$ cat config.mk
export PLATFORM = sky130hd
export DESIGN_NAME = rdd_select
export DESIGN_NICKNAME = d
export VERILOG_FILES = /design/src/rdd_pkg.sv /design/src/rdd_select.sv
export SDC_FILE = /design/constraint.sdc
export NUM_CORES = 2
export LEC_CHECK = 0
export ABC_AREA = 1
export BUFFER_PORTS_ARGS = -buffer_cell sky130_fd_sc_hd__buf_2
export CAP_MARGIN = 20
export CORE_UTILIZATION = 41
export DETAILED_ROUTE_END_ITERATION = 10
export GPL_ROUTABILITY_DRIVEN = 0
export GPL_TIMING_DRIVEN = 0
export PLACE_DENSITY = 0.66
export SLEW_MARGIN = 20
export SYNTH_ARGS = -nofsm -noshare
export SYNTH_HDL_FRONTEND = slang
export SYNTH_SLANG_ARGS = --single-unit
$ cat constraint.sdc
create_clock -name vclk -period 10.2
set_input_delay 1.53 -clock vclk [all_inputs]
set_output_delay 1.53 -clock vclk [all_outputs]
set_load 0.1 [all_outputs]
$ cat src/rdd_pkg.sv
// ----------------------------------------------------------------------------
// rdd_pkg: shared definitions for the room dispatcher
// Field widths, saturation limits, reset values and the job and result words.
// ----------------------------------------------------------------------------
package rdd_pkg;

  localparam int unsigned ROOMS_DEFAULT = 16;
  localparam int unsigned TIME_W        = 48;
  localparam int unsigned COUNT_W       = 32;
  localparam int unsigned STAMP_W       = 32;
  localparam int unsigned ROOM_W        = 4;
  localparam int unsigned CFG_W         = 5;

  localparam logic [CFG_W-1:0]   CFG_RESET = CFG_W'(16);
  localparam logic [TIME_W-1:0]  TIME_MAX  = {TIME_W{1'b1}};
  localparam logic [COUNT_W-1:0] COUNT_MAX = {COUNT_W{1'b1}};

  typedef struct packed {
    logic [STAMP_W-1:0] start_time;
    logic [STAMP_W-1:0] due_time;
    logic               first;
  } job_t;

  typedef struct packed {
    logic [ROOM_W-1:0]  room;
    logic [TIME_W-1:0]  actual_end;
    logic               delayed;
    logic [ROOM_W-1:0]  busiest_room;
    logic [COUNT_W-1:0] busiest_count;
  } result_t;

endpackage

$ cat src/rdd_select.sv
// ----------------------------------------------------------------------------
// rdd_select: room selection tree
// Finds the lowest active room that is free at the start time, and the active
// room that frees earliest, lower index winning ties, in one binary tree.
// ----------------------------------------------------------------------------
module rdd_select #(
  parameter int unsigned ROOMS = rdd_pkg::ROOMS_DEFAULT,
  parameter int unsigned IW    = 4
) (
  input  logic [rdd_pkg::TIME_W-1:0] free_at_i [ROOMS],
  input  logic [ROOMS-1:0]           active_i,
  input  logic [rdd_pkg::TIME_W-1:0] start_i,
  output logic                       found_o,
  output logic [IW-1:0]              free_idx_o,
  output logic [IW-1:0]              early_idx_o,
  output logic [rdd_pkg::TIME_W-1:0] early_time_o
);

  localparam int unsigned LEVELS = $clog2(ROOMS);
  localparam int unsigned LEAVES = 1 << LEVELS;
  localparam int unsigned NODES  = 2 * LEAVES - 1;

  // Heap layout: node k has children 2k and 2k+1, leaves start at LEAVES.
  logic                       nd_valid [1:NODES];
  logic                       nd_free  [1:NODES];
  logic [IW-1:0]              nd_fidx  [1:NODES];
  logic [IW-1:0]              nd_eidx  [1:NODES];
  logic [rdd_pkg::TIME_W-1:0] nd_time  [1:NODES];

  for (genvar i = 0; i < LEAVES; i++) begin : g_leaf
    if (i < ROOMS) begin : g_room
      assign nd_valid[LEAVES+i] = active_i[i];
      assign nd_free[LEAVES+i]  = active_i[i] && (free_at_i[i] <= start_i);
      assign nd_time[LEAVES+i]  = free_at_i[i];
    end else begin : g_pad
      assign nd_valid[LEAVES+i] = 1'b0;
      assign nd_free[LEAVES+i]  = 1'b0;
      assign nd_time[LEAVES+i]  = '0;
    end
    assign nd_fidx[LEAVES+i] = IW'(i);
    assign nd_eidx[LEAVES+i] = IW'(i);
  end

  for (genvar k = 1; k < LEAVES; k++) begin : g_node
    logic take_left;
    assign take_left = nd_valid[2*k] && (!nd_valid[2*k+1] || (nd_time[2*k] <= nd_time[2*k+1]));
    assign nd_valid[k] = nd_valid[2*k] | nd_valid[2*k+1];
    assign nd_free[k]  = nd_free[2*k] | nd_free[2*k+1];
    assign nd_fidx[k]  = nd_free[2*k] ? nd_fidx[2*k] : nd_fidx[2*k+1];
    assign nd_eidx[k]  = take_left ? nd_eidx[2*k] : nd_eidx[2*k+1];
    assign nd_time[k]  = take_left ? nd_time[2*k] : nd_time[2*k+1];
  end

  // The root sees every active room; room 0 is always active, so it is valid.
  assign found_o      = nd_free[1];
  assign free_idx_o   = nd_fidx[1];
  assign early_idx_o  = nd_eidx[1];
  assign early_time_o = nd_time[1];

endmodule

==> impl_metrics.ini <==
[pwr]
leakage_nw = 36.4
p_int_mw = 4.53
pwr-share-comb_pct = 100.0
p_sw_mw = 8.89
ir_drop_mv = 0.589
power.share.switching_pct = 66.3
power_density_nw_per_um2 = 209
pwr-share-clk_pct = 0
seq_power_share_pct = 0

[logic_synthesis]
synth_nets = 10500
synth_top_cell_by_area = ha_1
synth.top_cell.area_share_pct = 38.1
yosys-top-cells-area = ha_1 38%, nand2_1 17%, nand3_1 11%, inv_1 8.6%, a21oi_1 7.3%
syn_area_per_cell_um2 = 5.99
synth_area_um2 = 48800
synth.distinct_cells = 41
ys_warn_count = 0
netlist_instances = 8143
ys_seq_area_share_pct = 0

[timing]
rsz0062_at_grt = yes
fin_ws_ps = -1120
worstMarginPinSlew_ps = 1140
slew_viol_final = 0
clock.fmax_mhz = 88.3
min_period_ps = 11320
setup_tns_ps = -53070
slew_headroom_pct = 23.0
hold_violations = 0
post-route-period-util_pct = 111
setup_viol = 52

[finish]
finish.utilization_pct = 54.5
seq_area_um2 = 0
nClkBuffers = 0
nFillCells = 11500
layout.nets = 11500
drive_gt1_share_pct = 22.9
syn2layout_area_growth_pct = 31.8
seq_cells = 0
final_cell_area_um2 = 64300

[die]
start_util_pct = 41.3
ios = 889
core_area_um2 = 118000
die_w_um = 347
die-area_um2 = 120000
rows = 126
die_h_um = 347

[run]
cap_violations = 0

[grt]
grt_pass1_vias = 58800
grt_max_degree = 17
grt_pass1_wl_mm = 392
grt_overflow = 0
antenna_found_initial = 97
grt_usage_pct = 44.7

[routing]
drtIter0Drc = 8699
wl_per_cell_um = 27.0
drc_errors = 0
ant_nets = 0
drt_first_pass_iters = 9
via_per_inst = 6.10
wirelength_mm = 290
route.vias.total = 65700

[place]
place_ws_ps = -3050
hpwl_mm = 241
port_buffers = 881
dpl_cell_area_um2 = 55900

[worst_setup_path]
critPathMaxStageDelay_ps = 340
crit_fanout = 9
required_ps = 8670
crit_type = in -> out
crit_path_frequent_cell = nand2_1
worst_setup_path_start_kind = input port
endpoint_kind = output pin
cp_slowest_cell = ha_1
critPathArrivalTime_ps = 9790

[run_status]
status = complete, but fails checks
violations = setup timing

[hold_path]
min_path_type = in -> out

[clocking]
cts_hold_buf = 0
==> metrics by stage <==
| stage | instances | hold WS, ps | power, mW |
|---|---|---|---|
| after floorplan | 8143 | 3540 | 5.99 |
| after global placement | 10600 | 3820 | 8.86 |
| after detailed placement | 10600 | 3820 | 9.04 |
| after CTS | 10600 | 3820 | 11.8 |
| after global routing | 10700 | 3890 | 13.7 |
| final | 10800 | 3860 | 13.4 |
==> metal layers <==
metal	global-route usage (%)	wire length, µm
met3	18.2	46400
met2	61.5	108000
met1	55.0	106000
met5	0	363
met4	33.7	28900
==> repair_timing <==
action,4_1_cts,5_1_grt
endpoints found under the setup margin,52,52
gates resized for setup,962,601
gates cloned,9,12
setup buffers,56,36
pin swaps,122,139
==> synth_stat cells (all sizes together) <==
cell,number
nor2b,1
nand4,132
and2,244
nor4,29
a211oi,1
clkbuf,50
o21a,63
a41oi,1
and3,2
o21ai,212
a21o,19
a21boi,6
nor2,372
o221ai,1
nor3b,9
nand3b,101
a31oi,3
clkinv,1
o21bai,13
o211ai,8
a21oi,715
ha,1488
buf,148
nand3,1108
inv,1135
nand2,2210
nor3,71
==> area by class of cell <==
| class | instances | area (µm²) | share of cell area (%) |
|---|---|---|---|
| multi-input combinational | 6809 | 48700 | 75.7 |
| timing repair buffer | 1018 | 7240 | 11.3 |
| inverter | 1136 | 4310 | 6.71 |
| buffer | 198 | 1960 | 3.05 |
| tap | 1536 | 1920 | 2.99 |
| antenna | 66 | 165 | 0.257 |
==> power groups by stage <==
stage | combinational, mW | clock [mW] | sequential (mW)
global route | 13.7 | 0.000000644 | 0
global placement | 8.86 | 0 | 0
floorplan | 5.99 | 0 | 0
finish | 13.4 | 0.000000399 | 0
CTS | 11.8 | 0 | 0
detailed placement | 9.04 | 0 | 0
==> cell families after synthesis <==
group	share of synthesized area [%]
buffers and inverters	11.1
and+or+nand+nor	39.5
AOI/OAI and AO/OA	11.3
adders and majority gates	38.1
==> critical path, delay by kind of cell <==
| family | cells | cell delay [ps] |
|---|---|---|
| fa+ha+maj | 4 | 1140 |
| simple gates | 29 | 3630 |
| compound gates | 9 | 1430 |
| buf+inv | 14 | 2020 |
==> path summary, 6_finish.rpt <==
kind	start	cells past startpoint	to
max	free_at_i[417]	56	early_time_o[30]
min	active_i[1]	5	free_idx_o[1]
==> cell usage in the layout (no fill, tap or decap), types with 172 or more instances in the layout <==
master	synthesis	layout
inv_1	1124	1042
ha_1	1488	1416
o21ai_0	209	193
and2_1	244	172
nor2_1	371	328
buf_2	90	828
nand3_2	22	274
a21oi_1	712	688
nand2_1	2176	2028
nand3_1	1086	717
Power figures use the tool's default switching activity.
